## src/hw/rtl/fpaq_queue.sv

```systemverilog
// two-entry queue between the front and back parts
module fpaq_queue #(
	parameter int DATA_BITS = 8
) (
	input  logic                 clk,
	input  logic                 arst_n,
	input  logic                 wr_valid,
	output logic                 wr_ready,
	input  logic [DATA_BITS-1:0] wr_data,
	output logic                 rd_valid,
	input  logic                 rd_ready,
	output logic [DATA_BITS-1:0] rd_data
);

	logic [DATA_BITS-1:0] mem_q [2];
	logic                 wptr_q;
	logic                 rptr_q;
	logic [1:0]           cnt_q;
	logic                 push;
	logic                 pop;

	assign wr_ready = cnt_q != 2'd2;
	assign rd_valid = cnt_q != 2'd0;
	assign rd_data  = mem_q[rptr_q];
	assign push     = wr_valid && wr_ready;
	assign pop      = rd_valid && rd_ready;

	// storage
	always_ff @(posedge clk) begin
		if (push) begin
			mem_q[wptr_q] <= wr_data;
		end
	end

	// pointers and fill count
	always_ff @(posedge clk or negedge arst_n) begin
		if (!arst_n) begin
			wptr_q <= 1'b0;
			rptr_q <= 1'b0;
			cnt_q  <= 2'd0;
		end else begin
			if (push) wptr_q <= ~wptr_q;
			if (pop) rptr_q <= ~rptr_q;
			cnt_q <= cnt_q + 2'(push) - 2'(pop);
		end
	end

endmodule

```

## config.mk

```make
export PLATFORM = sky130hd
export DESIGN_NAME = fpaq_queue
export DESIGN_NICKNAME = d
export VERILOG_FILES = /design/src/hw/rtl/fpaq_queue.sv
export SDC_FILE = /design/constraint.sdc
export NUM_CORES = 1
export LEC_CHECK = 0
export BUFFER_PORTS_ARGS = -buffer_cell sky130_fd_sc_hd__buf_4
export CAP_MARGIN = 20
export CORE_MARGIN = 5
export CORE_UTILIZATION = 40
export DETAILED_ROUTE_END_ITERATION = 10
export PLACE_DENSITY = 0.7
export SLEW_MARGIN = 40
export SYNTH_ARGS = -nofsm -noshare
export SYNTH_HDL_FRONTEND = slang
export SYNTH_SLANG_ARGS = --single-unit
```

## constraint.sdc

```tcl
create_clock -name clk -period 3.85 [get_ports clk]
set_input_delay 0.5775 -clock clk [delete_from_list [all_inputs] [get_ports clk]]
set_output_delay 0.5775 -clock clk [all_outputs]
set_load 0.05 [all_outputs]
```

==> summary.md <==
| Metric | Value |
|---|---|
| Status | complete, no violations |
| Core ar. | 0.00190 sq mm |
| Worst Path Max Fanout | 9 |
| Fin. Hold Viols | 0 |
| Commonest non-fill, non-tap cell in the layout | buf_4 |
| Area grow syn2layout | 27.5% |
| Startpoint types | register |
| Post-CTS Resized | 0 |
| Die area | 0.00292 sq mm |
| P per Cell Area | 842 mW/mm^2 |
| Post-route worst setup slack | 1.85 ns |
| Crit path capture type | output pin |
| Clock Root Buffer | clkbuf_4 |
| Avg WL per Cell | 11.9 microns |
| CTS Sinks | 20 |
| H-tree depth | 1 |
| NumNets Final | 81 |
| Clock transition at the registers of the reported paths | 0.10 ns |
| TritonCTS clock tree | built |
| # IOs | 22 |
| Final Max Tran Viols | 0 |
| Register area | 581 sq um |
| Pwr Total | 0.832 mW |
| DRT iter0 DRCs | 7 |
| WP data required | 3.27 ns |
| Final core utilization | 51.9% |
| Setup CP Type | reg2out |
| Crit path buffers/inverters | 1 |
| RSZ-0062 raised after global routing | no |
| Setup Total Neg Slack | 0 ns |
| Slowest CP cell | dfrtp_1 |
| Syn_area_per_cell | 18.4 sq um |
| Max stage delay on crit path | 0.58 ns |
| Setup violations, final | 0 |
| Area occupied by multi-input gates | 185 sq um |
| Top delay family on crit path | flip-flops |
| Routed wire length | 1110 microns |
| Total gr overflow | 0 |
| Leakage | 0.394 nW |
| Clk_lat worst skew | 0.28 ns |
| Placer Congestion | 0.678 |
| DRC Markers | 0 |
| Hpwl dp | 830 microns |
| CTS Hold Buffers Added | 0 |
| Fillers | 169 |
| Clock Skew | 0.00385 ns |
| FP Rows | 16 |
| CTS buffer count | 3 |
| Min cycle time layout | 2.00 ns |
| First-pass GRT wire length | 1720 microns |
| Postcts setup bufs | 0 |
| Synth Instances | 42 |
| Yosys warns | 0 |
| Initial antenna violation count | 0 |
| Type of the worst min-delay path | in2async |
| Most frequent cells in the layout | 21 x buf_4, 16 x edfxtp_1, 8 x mux2_1, 4 x dfrtp_1 |
| PortBufs | 21 |
| Crit share post-route | 52.0% |
| Drt first pass iters | 4 |
| Starting density of the core | 40.7% |
| CTS max path bufs | 2 |
| Largest net degree at the start of global routing | 12 |
| Worst path cell trace | mux2_1, buf_4 |
| Syn Std Cell Area | 774 sq um |
| Vias in the first global route | 437 |
| Worst slew margin | 56.9% |
| Fraction of layout cells with a size suffix above 1 | 37.9% |
| Via density | 4.34 |
| Register area share after synthesis | 75.0% |
| Yosys cell types | 14 |
| All-Layer GR Usage | 8.51% |
| Setup WS pre-CTS | 2.14 ns |
| Total number of vias | 404 |
| Reg2reg setup slack | 2.18 ns |
| Critical Path AT | 1.42 ns |
| Worst-margin pin slew | 0.644 ns |
| Maxcap violations | 0 |
| Synthesis-stage register bit count | 20 |
| Die H | 54 microns |
| Ant. Diodes | 0 |
| Max VDD drop | 0.430 mV |
| Final ANT Viol Nets | 0 |
| Die Wd | 54 microns |
| Post-Syn Nets | 56 |
| Maximum clock rate | 0.500 GHz |
per-stage QoR:
step	std cells	hold WS, ns	cell area [sq um]
final	93	0.0651	987
after global routing	93	0.0391	987
after CTS	93	0.0567	987
after detailed placement	89	0.379	961
after global placement	89	0.378	961
after floorplan	42	0.282	774
report_power, final:
part           internal [mW]  total [mW]  switching, mW
Combinational          0.140       0.396          0.256
Sequential             0.303       0.339         0.0367
Clock                 0.0402      0.0963         0.0561
Total                  0.482       0.832          0.349
synth_stat cells:
cell type,number,area [sq um]
edfxtp_1,16,480
ha_1,2,25.0
mux2_1,8,90.1
nor2_1,1,3.75
xnor2_1,3,26.3
nand2_1,1,3.75
xor2_1,1,8.76
and3_1,1,6.26
nand2b_1,1,6.26
buf_2,1,5.00
inv_1,1,3.75
or2_1,1,6.26
dfrtp_1,4,100
and2_4,1,8.76
cell families (layout without fill, tap and decap cells):
group / after synthesis / count (layout) / share of synthesized area [%]
multiplexers: 8 / 8 / 11.6
adder cells (fa/ha/maj): 2 / 2 / 3.23
XOR/XNOR: 4 / 4 / 4.52
AND/OR/NAND/NOR: 6 / 6 / 4.52
flip-flops: 20 / 20 / 75.0
buffers and inverters: 2 / 26 / 1.13
state kept, by name, summed over array words and instances, names as in the netlist:
register  cells
cnt_q         2
mem_q        16
rptr_q        1
wptr_q        1
worst paths after layout:
path	from	end	cells after the start
max	rptr_q	rd_data[3]	2
min	arst_n	wptr_q	1
max reg2reg	cnt_q[1]	cnt_q[1]	7
min reg2reg	wptr_q	wptr_q	1
max in group asynchronous	arst_n	cnt_q[1]	1
min in group clk	wr_data[6]	mem_q[1][6]	1
layout make-up:
type | instances | area share, %
sequential | 20 | 58.8
multi-input combinational | 20 | 18.8
timing repair buffer | 21 | 16.0
tap | 27 | 3.42
clock buffer | 4 | 2.66
inverter | 1 | 0.380
layer usage:
| layer | part of all wire, % | up-vias | GRT usage [%] |
|---|---|---|---|
| li1 | - | 203 | - |
| met1 | 43 | 187 | 9.14 |
| met2 | 49 | 12 | 14.9 |
| met3 | 7.4 | 2 | 2.22 |
| met4 | 0.72 | 0 | 4.98 |
| met5 | 0 | - | 0 |
Note: power is estimated with default switching activity, not from simulation.
