File: src/hw/rtl/fpaq_pkg.sv
// shared types and constants for the q24.8 fixed-point alu
package fpaq_pkg;

	localparam int WORD_BITS_DEF     = 32;
	localparam int FRACTION_BITS_DEF = 8;

	// operation codes as carried in the cmd field
	typedef enum logic [3:0] {
		OP_ADD      = 4'd0,
		OP_SUB      = 4'd1,
		OP_MUL      = 4'd2,
		OP_DIV      = 4'd3,
		OP_INC      = 4'd4,
		OP_DEC      = 4'd5,
		OP_MIN      = 4'd6,
		OP_MAX      = 4'd7,
		OP_TO_INT   = 4'd8,
		OP_FROM_INT = 4'd9
	} op_t;

	// classification passed from the front part to the back part
	typedef struct packed {
		op_t  op;
		logic lt;
		logic eq;
		logic gt;
		logic neg;
		logic ovf;
		logic dz;
	} ctrl_t;

endpackage

File: src/hw/rtl/fpaq_front.sv
// front part: unpacks a transaction, compares, and computes the simple operations combinationally
module fpaq_front #(
	parameter int WORD_BITS     = fpaq_pkg::WORD_BITS_DEF,
	parameter int FRACTION_BITS = fpaq_pkg::FRACTION_BITS_DEF,
	parameter int IN_BITS       = ((4 + 2 * WORD_BITS + 7) / 8) * 8
) (
	input  logic                 s_tvalid,
	output logic                 s_tready,
	input  logic [IN_BITS-1:0]   s_tdata,
	output logic                 wr_valid,
	input  logic                 wr_ready,
	output fpaq_pkg::ctrl_t      wr_ctrl,
	output logic [WORD_BITS-1:0] wr_res,
	output logic [WORD_BITS-1:0] wr_ma,
	output logic [WORD_BITS-1:0] wr_mb
);

	localparam int W = WORD_BITS;
	localparam int F = FRACTION_BITS;
	localparam logic [W-1:0] MAXV = {1'b0, {(W-1){1'b1}}};
	localparam logic [W-1:0] MINV = {1'b1, {(W-1){1'b0}}};

	logic [3:0]          cmd;
	logic signed [W-1:0] a;
	logic signed [W-1:0] b;
	logic signed [W:0]   sum;
	logic signed [W:0]   addend;
	logic [W+F-1:0]      shl;
	fpaq_pkg::ctrl_t     c;
	logic [W-1:0]        res;

	assign cmd = s_tdata[3:0];
	assign a   = s_tdata[4 +: W];
	assign b   = s_tdata[4 + W +: W];

	// handshake into the queue
	assign wr_valid = s_tvalid;
	assign s_tready = wr_ready;

	// shared wide adder for add, sub, inc and dec
	always_comb begin
		addend  = {b[W-1], b};
		case (fpaq_pkg::op_t'(cmd))
			fpaq_pkg::OP_ADD: addend = {b[W-1], b};
			fpaq_pkg::OP_SUB: addend = -{b[W-1], b};
			fpaq_pkg::OP_INC: addend = (W+1)'(1);
			fpaq_pkg::OP_DEC: addend = {(W+1){1'b1}};
			default:          addend = {b[W-1], b};
		endcase
		sum = {a[W-1], a} + addend;
		shl = {a, {F{1'b0}}};
	end

	// classify and compute the simple results
	always_comb begin
		c.op  = fpaq_pkg::op_t'(cmd);
		c.lt  = a < b;
		c.eq  = a == b;
		c.gt  = a > b;
		c.neg = a[W-1] ^ b[W-1];
		c.ovf = 1'b0;
		c.dz  = 1'b0;
		res   = '0;
		unique case (fpaq_pkg::op_t'(cmd))
			fpaq_pkg::OP_ADD, fpaq_pkg::OP_SUB, fpaq_pkg::OP_INC, fpaq_pkg::OP_DEC: begin
				if (sum[W] != sum[W-1]) begin
					c.ovf = 1'b1;
					res   = sum[W] ? MINV : MAXV;
				end else begin
					res = sum[W-1:0];
				end
			end
			fpaq_pkg::OP_DIV: begin
				if (b == '0) begin
					c.dz = 1'b1;
					res  = a[W-1] ? MINV : MAXV;
				end
			end
			fpaq_pkg::OP_MIN:    res = (a < b) ? a : b;
			fpaq_pkg::OP_MAX:    res = (a < b) ? b : a;
			fpaq_pkg::OP_TO_INT: res = W'(a >>> F);
			fpaq_pkg::OP_FROM_INT: begin
				if ((&shl[W+F-1:W-1]) || !(|shl[W+F-1:W-1])) begin
					res = shl[W-1:0];
				end else begin
					c.ovf = 1'b1;
					res   = a[W-1] ? MINV : MAXV;
				end
			end
			default: res = '0;
		endcase
	end

	assign wr_ctrl = c;
	assign wr_res  = res;
	assign wr_ma   = a[W-1] ? W'(-a) : W'(a);
	assign wr_mb   = b[W-1] ? W'(-b) : W'(b);

endmodule

File: config.mk
export PLATFORM = sky130hd
export DESIGN_NAME = fpaq_front
export DESIGN_NICKNAME = d
export VERILOG_FILES = /design/src/hw/rtl/fpaq_pkg.sv /design/src/hw/rtl/fpaq_front.sv
export SDC_FILE = /design/constraint.sdc
export NUM_CORES = 1
export LEC_CHECK = 0
export BUFFER_PORTS_ARGS = -buffer_cell sky130_fd_sc_hd__buf_4
export CAP_MARGIN = 25
export CORE_UTILIZATION = 35
export DETAILED_ROUTE_END_ITERATION = 12
export SETUP_SLACK_MARGIN = 0.5
export SYNTH_ARGS = -nofsm -noshare
export SYNTH_HDL_FRONTEND = slang
export SYNTH_SLANG_ARGS = --single-unit
File: constraint.sdc
create_clock -name vclk -period 10.6
set_input_delay 2.12 -clock vclk [all_inputs]
set_output_delay 2.12 -clock vclk [all_outputs]
set_load 0.02 [all_outputs]
==> impl_metrics.ini, run 1 <==
[route]
wl_um = 28200
route.detailed.drc = 0
dr.first_iter.drc_count = 1069
avgViaCountPerCell = 6.29
firstDrtPassIters = 6
ant_nets = 0
via_count = 8048
wl_per_cell_um = 22.0

[outcome]
status = finished clean

[floorplan]
core_area_um2 = 17200
die_h_um = 134
std_cell_rows = 48
initial_core_util = 0.357
io_pins = 182
fp.dieArea_um2 = 18000
die_x_um = 134

[worst_setup_path]
required_ps = 8480
crit_type = in -> out
cp.arrival_ps = 7740
crit_path_max_fanout = 8
worst_path_most_repeated_cell = or3_1
crit_chain = buf_4, nor4_2, nand3_1, or4_1, or3_1, or3_1, or3_1, a21oi_1, o21ai_0, ha_1, nor3_1, o211ai_1, a221oi_1, nand3b_1, o21ai_1, xnor2_1, a32o_1, a21o_1, a211o_1, buf_4
start_kind = input port
cp_slowest_cell = or4_1
cp_slowest_stage_delay_ps = 560
endpoint_kind = primary output

[timing]
fin_hold_ws_ps = 4240
rsz0062_at_grt = no
finalHoldViolations = 0
finalCriticalPeriod_ps = 9860
post-route-period-util = 0.930
drv_slew = 0
setup_violations = 0
fin_ws_ps = 739
setup_tns_ps = 0
max_freq_mhz = 101
relSlewSlack = 0.387
tightest_slew_ps = 918

[global_route]
antenna_found_initial = 0
grt_first_pass_wirelength_um = 42600
grt_overflow = 0
grt.total_usage = 0.301
grt_pass1_vias = 7380
grt_max_degree = 46

[placement]
io_buffers = 174
routabilityCongestion = 0.973
placed_cells = 1280
hpwl_um = 21800
dp_slack_ps = 606
placed_area_um2 = 7540

[synthesis]
synth_cell_types = 66
synth_area_um2 = 6130
synth-warning-count = 0
syn-num-nets = 1083
avgSynthCellArea_um2 = 6.53
yosys-top-cells-area = ha_1, xnor2_1, nand2_1
yosysTopAreaCell = ha_1
yosysTopAreaCellShare = 0.141
synth_cells = 939
yosysSeqAreaShare = 0

[final_layout]
diodes = 0
layout-drive-gt1-share = 0.203
fin_area_um2 = 7550
nClkBuffers = 0
fin_nets = 1201
area_growth_pct = 23.2
final_cell_count_no_fill = 1280
seq_cell_count = 0
fillers = 1884
regArea_um2 = 0

[pwr]
peakVddDrop_mv = 0.0330
power_density_nw_per_um2 = 75.1
p_leak_nw = 3.54

[cts]
cts_resized = 0
hold_buffers = 0
post_cts_buffers = 0

[min_path]
min_path_type = in -> out

[run]
drv_cap = 0
## logic make-up (layout without fill, tap and decap cells)
logic type                 Yosys count  after routing  share of synthesized area
AOI/OAI and AO/OA                  322            322                      0.355
and+or+nand+nor                    312            312                      0.247
buffers and inverters              116            232                     0.0778
xor gates and xnor gates            90             90                      0.129
adders and majority gates           70             70                      0.144
muxes                               29             29                     0.0476
## critical path, delay by kind of cell
kind,cells,cell delay (ps)
compound gates,8,2080
fa+ha+maj,1,230
simple gates,8,2780
xor+xnor,1,220
buf+inv,2,300
## power by group
group	internal [mW]	leakage (nW)	switching, mW
Combinational	0.232	3.54	0.336
Sequential	0	0	0
Clock	0	0	0
Total	0.232	3.54	0.336
## cell type report
cell class | count | area, um2 | area share
multi-input combinational | 823 | 5680 | 0.752
timing repair buffer | 191 | 1440 | 0.190
tap | 225 | 282 | 0.0373
inverter | 41 | 154 | 0.0204
## final timing paths
path,startpoint,slack (ps),end,cells past startpoint
max,s_tdata[50],740,wr_res[26],20
min,wr_ready,4240,s_tready,0
## synth_stat cells, drive strengths merged, types with 6 or more instances
library cell and n:
a211o 31, a21o 21, a21oi 73, a22o 21
a31o 6, a31oi 6, and2 6, and3 6
buf 18, clkbuf 57, ha 69, inv 41
mux2i 28, nand2 107, nand2b 6, nand3 26
nand4 17, nor2 63, nor3 29, nor4 11
o211ai 10, o21a 6, o21ai 70, o221ai 14
o22ai 20, o31ai 9, o41ai 6, or3 16
or4 10, xnor2 76, xor2 14
## metal layers
layer | share of wire | vias up | GRT usage
met1 | 0.44 | 3783 | 0.430
met2 | 0.43 | 470 | 0.469
met4 | 0.032 | 0 | 0.0930
met3 | 0.096 | 65 | 0.0333
met5 | 0 | - | 0
li1 | - | 3730 | -
## layout by cell type (no fill, tap or decap), types with 7 or more instances in the layout
cell        n
buf_4     190
nand2_1   107
xnor2_1    76
a21oi_1    73
ha_1       69
o21ai_0    67
nor2_1     62
inv_1      41
a211o_1    31
nor3_1     28
mux2i_1    28
nand3_1    26
a22o_1     21
a21o_1     21
o22ai_1    20
nand4_1    17
or3_1      14
o221ai_1   14
xor2_1     13
o211ai_1   10
nor4_1      9
o31ai_1     8
or4_1       7
## metrics by stage
step,total power [mW],utilization
after floorplan,0.356,-
after global placement,0.556,0.439
after detailed placement,0.557,0.439
after CTS,0.560,0.439
after global routing,0.605,0.440
final,0.567,0.440
(Power assumes the default switching activity.)
==> run 2: changes to the inputs <==
--- a/config.mk
+++ b/config.mk
@@ -5,6 +5,7 @@
 export SDC_FILE = /design/constraint.sdc
 export NUM_CORES = 1
 export LEC_CHECK = 0
+export ABC_AREA = 1
 export BUFFER_PORTS_ARGS = -buffer_cell sky130_fd_sc_hd__buf_4
 export CAP_MARGIN = 25
 export CORE_UTILIZATION = 35
==> run 2 against run 1 <==
Die area grew 19%. Power grew 12%. Via count grew 28%. Largest power group unchanged. First-iteration DRC count shrank 14%. Synthesized area grew 20%. Clock-buffer cell count is the same. Non-clock buffer count shrank 4. Critical path type unchanged. Cell area grew 16%. Synthesized cell count grew 57%. Maximum frequency grew 5.4%. Critical path depth grew 9. Sequential share of layout area is the same.
==> impl_metrics.ini, run 2 <==
[placement]
placed_area_um2 = 8780
hpwl_um = 28100
dp_slack_ps = 1300
placed_cells = 1866
io_buffers = 174
routabilityCongestion = 0.966

[synthesis]
synth-warning-count = 0
synth_area_um2 = 7340
synth_cell_types = 35
yosys-top-cells-area = nand2_1, nand3_1, ha_1
synth_cells = 1474
yosysTopAreaCell = nand2_1
synth.most_common_cell = nand2_1
yosysSeqAreaShare = 0
avgSynthCellArea_um2 = 4.98
yosysTopAreaCellShare = 0.220
syn-num-nets = 1618
synthTopCellsByCount = nand2_1, nor2_1, nand3_1, inv_1, a21oi_1

[worst_setup_path]
cp_slowest_stage_delay_ps = 440
cp.arrival_ps = 7230
start_kind = input port
worst_path_most_repeated_cell = nand2_1
crit_family = simple AND/OR/NAND/NOR gates
crit_path_max_fanout = 31
cp_slowest_cell = inv_2
required_ps = 8480
endpoint_kind = primary output
crit_type = in -> out
cp_num_buf_inv = 8

[final_layout]
area_growth_pct = 19.7
regArea_um2 = 0
final_cell_count_no_fill = 1866
diodes = 0
nClkBuffers = 0
fin_area_um2 = 8780
postLayoutCoreUtil = 0.431
mostFrequentLayoutCells = nand2_1, nor2_1, buf_4
fin_nets = 1742
layout-drive-gt1-share = 0.128
seq_cell_count = 0
fillers = 2376
mostFrequentLayoutCell = nand2_1

[timing]
max_freq_mhz = 107
tightest_slew_ps = 988
setup_violations = 0
fin_hold_ws_ps = 4240
setup_tns_ps = 0
rsz0062_at_grt = no
relSlewSlack = 0.339
finalCriticalPeriod_ps = 9350
post-route-period-util = 0.882
fin_ws_ps = 1250
drv_slew = 0
finalHoldViolations = 0

[outcome]
status = finished clean

[route]
avgViaCountPerCell = 5.51
wl_per_cell_um = 18.6
route.detailed.drc = 0
wl_um = 34700
firstDrtPassIters = 7
dr.first_iter.drc_count = 916
via_count = 10300
ant_nets = 0

[cts]
cts_resized = 0
post_cts_buffers = 0
hold_buffers = 0

[floorplan]
fp.dieArea_um2 = 21500
initial_core_util = 0.360
io_pins = 182
die_h_um = 147
core_area_um2 = 20400
std_cell_rows = 52
die_x_um = 147

[global_route]
antenna_found_initial = 0
grt_max_degree = 53
grt_pass1_vias = 9131
grt_overflow = 0
grt.total_usage = 0.307
grt_first_pass_wirelength_um = 51500

[pwr]
p_leak_nw = 4.63
peakVddDrop_mv = 0.0473
power_density_nw_per_um2 = 72.4
total_power_uw = 636

[min_path]
min_path_type = in -> out

[run]
drv_cap = 0
[run 2: cell types whose count changed after synthesis, moves of 21 or more]
cell      delta
nand2_1    +324
nor2_1     +165
nand3_1    +153
inv_1       +94
xnor2_1     -60
xor2_1      +34
a211o_1     -31
a22oi_1     +29
mux2i_1     -28
clkbuf_1    -23
a22o_1      -21
[run 2: kinds of logic (layout without fill, tap and decap cells)]
| kind of cell | Yosys count | in the layout | synth area share |
|---|---|---|---|
| AOI/OAI and AO/OA | 213 | 213 | 0.165 |
| xor gates and xnor gates | 64 | 64 | 0.0764 |
| and+or+nand+nor | 914 | 914 | 0.519 |
| buffers and inverters | 213 | 335 | 0.119 |
| adders and majority gates | 70 | 70 | 0.120 |
[run 2: area by class of cell]
type                            count  area (um2)  share of cell area
Tap cell                          270         338              0.0385
Inverter                          148         556              0.0632
Multi-Input combinational cell   1261        6490               0.738
Timing Repair Buffer              187        1400               0.160
[run 2: per-layer routing]
layer | GRT usage | routed length, um | up-vias
met5 | 0 | 0 | -
met4 | 0.221 | 2710 | 0
met1 | 0.400 | 14500 | 4581
met3 | 0.0193 | 2450 | 99
li1 | - | - | 5086
met2 | 0.481 | 15100 | 512
[run 2: worst paths after layout]
path / to / start / slack, ps / depth (start not counted)
worst min-delay path: wr_valid / s_tvalid / 4240 / 0
worst max-delay path: wr_res[5] / s_tdata[36] / 1250 / 29
[run 2: report_power, final]
group / leakage, nW / internal [mW] / switching [mW] / total, mW
registers: 0 / 0 / 0 / 0
logic: 4.63 / 0.220 / 0.416 / 0.636
clock network: 0 / 0 / 0 / 0
total: 4.63 / 0.220 / 0.416 / 0.636
==> run 3: changes to the inputs <==
--- a/config.mk
+++ b/config.mk
@@ -10,6 +10,7 @@
 export CAP_MARGIN = 25
 export CORE_UTILIZATION = 35
 export DETAILED_ROUTE_END_ITERATION = 12
+export REMOVE_ABC_BUFFERS = 1
 export SETUP_SLACK_MARGIN = 0.5
 export SYNTH_ARGS = -nofsm -noshare
 export SYNTH_HDL_FRONTEND = slang
==> run 3 against run 2 <==
Non-clock buffer count down 1. Maximum frequency shrank 1.6%. Via count grew 1.2%. Final cell count hardly changed. Power rose by 2.3%. Sequential share of layout area did not move. Worst setup slack worse by 160 ps. Die area unchanged. Worst hold slack is essentially flat. Clock-buffer cell count is the same. Wire length up 3.8%. Highest routed layer unchanged.
==> impl_metrics.ini, run 3 (synthesized netlist as in run 2, its figures left out) <==
[floorplan]
io_pins = 182
die_h_um = 147
initial_core_util = 0.360
die_x_um = 147
core_area_um2 = 20400
fp.dieArea_um2 = 21500
std_cell_rows = 52

[cts]
hold_buffers = 0
cts_resized = 0
post_cts_buffers = 0

[pwr]
p_leak_nw = 4.64
power_density_nw_per_um2 = 73.9
peakVddDrop_mv = 0.0363

[route]
wl_per_cell_um = 19.3
route.detailed.drc = 0
dr.first_iter.drc_count = 1054
ant_nets = 0
avgViaCountPerCell = 5.58
via_count = 10400
wl_um = 36000
firstDrtPassIters = 6

[timing]
rsz0062_at_grt = no
drv_slew = 0
setup_tns_ps = 0
relSlewSlack = 0.353
finalCriticalPeriod_ps = 9510
post-route-period-util = 0.897
setup_violations = 0
finalHoldViolations = 0
tightest_slew_ps = 968
max_freq_mhz = 105

[final_layout]
mostFrequentLayoutCell = nand2_1
layout-drive-gt1-share = 0.128
fillers = 2367
postLayoutCoreUtil = 0.432
seq_cell_count = 0
nClkBuffers = 0
fin_nets = 1741
mostFrequentLayoutCells = nand2_1, nor2_1, buf_4
regArea_um2 = 0
diodes = 0
area_growth_pct = 20.0

[min_path]
holdPathEnd = wr_valid
min_path_type = in -> out
hp-start = s_tvalid
holdPathStages = 0

[global_route]
grt.total_usage = 0.321
grt_pass1_vias = 9284
grt_overflow = 0
grt_max_degree = 50
grt_first_pass_wirelength_um = 53900
antenna_found_initial = 0

[worst_setup_path]
crit_type = in -> out
cp.arrival_ps = 7390
required_ps = 8480
start_kind = input port
endpoint_kind = primary output
crit_path_max_fanout = 24

[placement]
hpwl_um = 28600
io_buffers = 174
routabilityCongestion = 0.981

[run]
drv_cap = 0

[outcome]
status = finished clean
run 3: routing by layer:
layer / wire (um) / vias up / global-route usage
li1: - / 5083 / -
met1: 16100 / 4783 / 0.465
met2: 15800 / 500 / 0.504
met3: 3680 / 39 / 0.0512
met4: 472 / 0 / 0.0411
met5: 0 / - / 0
run 3: worst max-delay path by stage:
stage                startpoint         end  slack [ps]  depth (start not counted)
floorplan            s_tdata[3]   wr_res[0]        1470                         20
global placement    s_tdata[36]  wr_res[24]        1300                         25
detailed placement  s_tdata[36]  wr_res[24]        1270                         26
CTS                 s_tdata[36]  wr_res[24]        1260                         26
global route        s_tdata[36]  wr_res[24]         730                         26
finish              s_tdata[36]  wr_res[24]        1090                         25
run 3: layout make-up:
cell class,instances,area [um2],area share
repair buffers,186,1420,0.161
well taps,270,338,0.0384
multi-input cells,1261,6490,0.737
inverters,148,556,0.0631
run 3: power breakdown:
group / switching (mW) / total [mW] / internal [mW]
sequential: 0 / 0 / 0
clock: 0 / 0 / 0
combinational: 0.427 / 0.651 / 0.224
run 3: per-stage QoR:
stage               cells  setup slack, ps  hold WS [ps]  total power, mW  instance area, um2
global placement     1865             1300          4240            0.635                8800
floorplan            1409             1470          4240            0.391                7020
detailed placement   1865             1270          4240            0.638                8800
finish               1865             1090          4240            0.651                8800
CTS                  1865             1260          4240            0.641                8800
global route         1865              726          4240            0.705                8800
run 3: worst max-delay path, cell delays in order:
cell and delay (ps):
buf_4 140, nor3_1 430, nand3_1 220, nor2_2 380, nand3_1 230, nor2_1 290
nand3_1 180, nor3_1 210, ha_1 270, inv_1 50, nand2_1 60, a21boi_0 250
ha_1 250, inv_1 120, nor3_1 250, nand2_1 110, nor2_1 190, a21oi_1 120
nand2_1 90, nand3_1 480, buf_12 390, nand3_1 200, nand2_1 70, nand2_1 110
buf_4 140
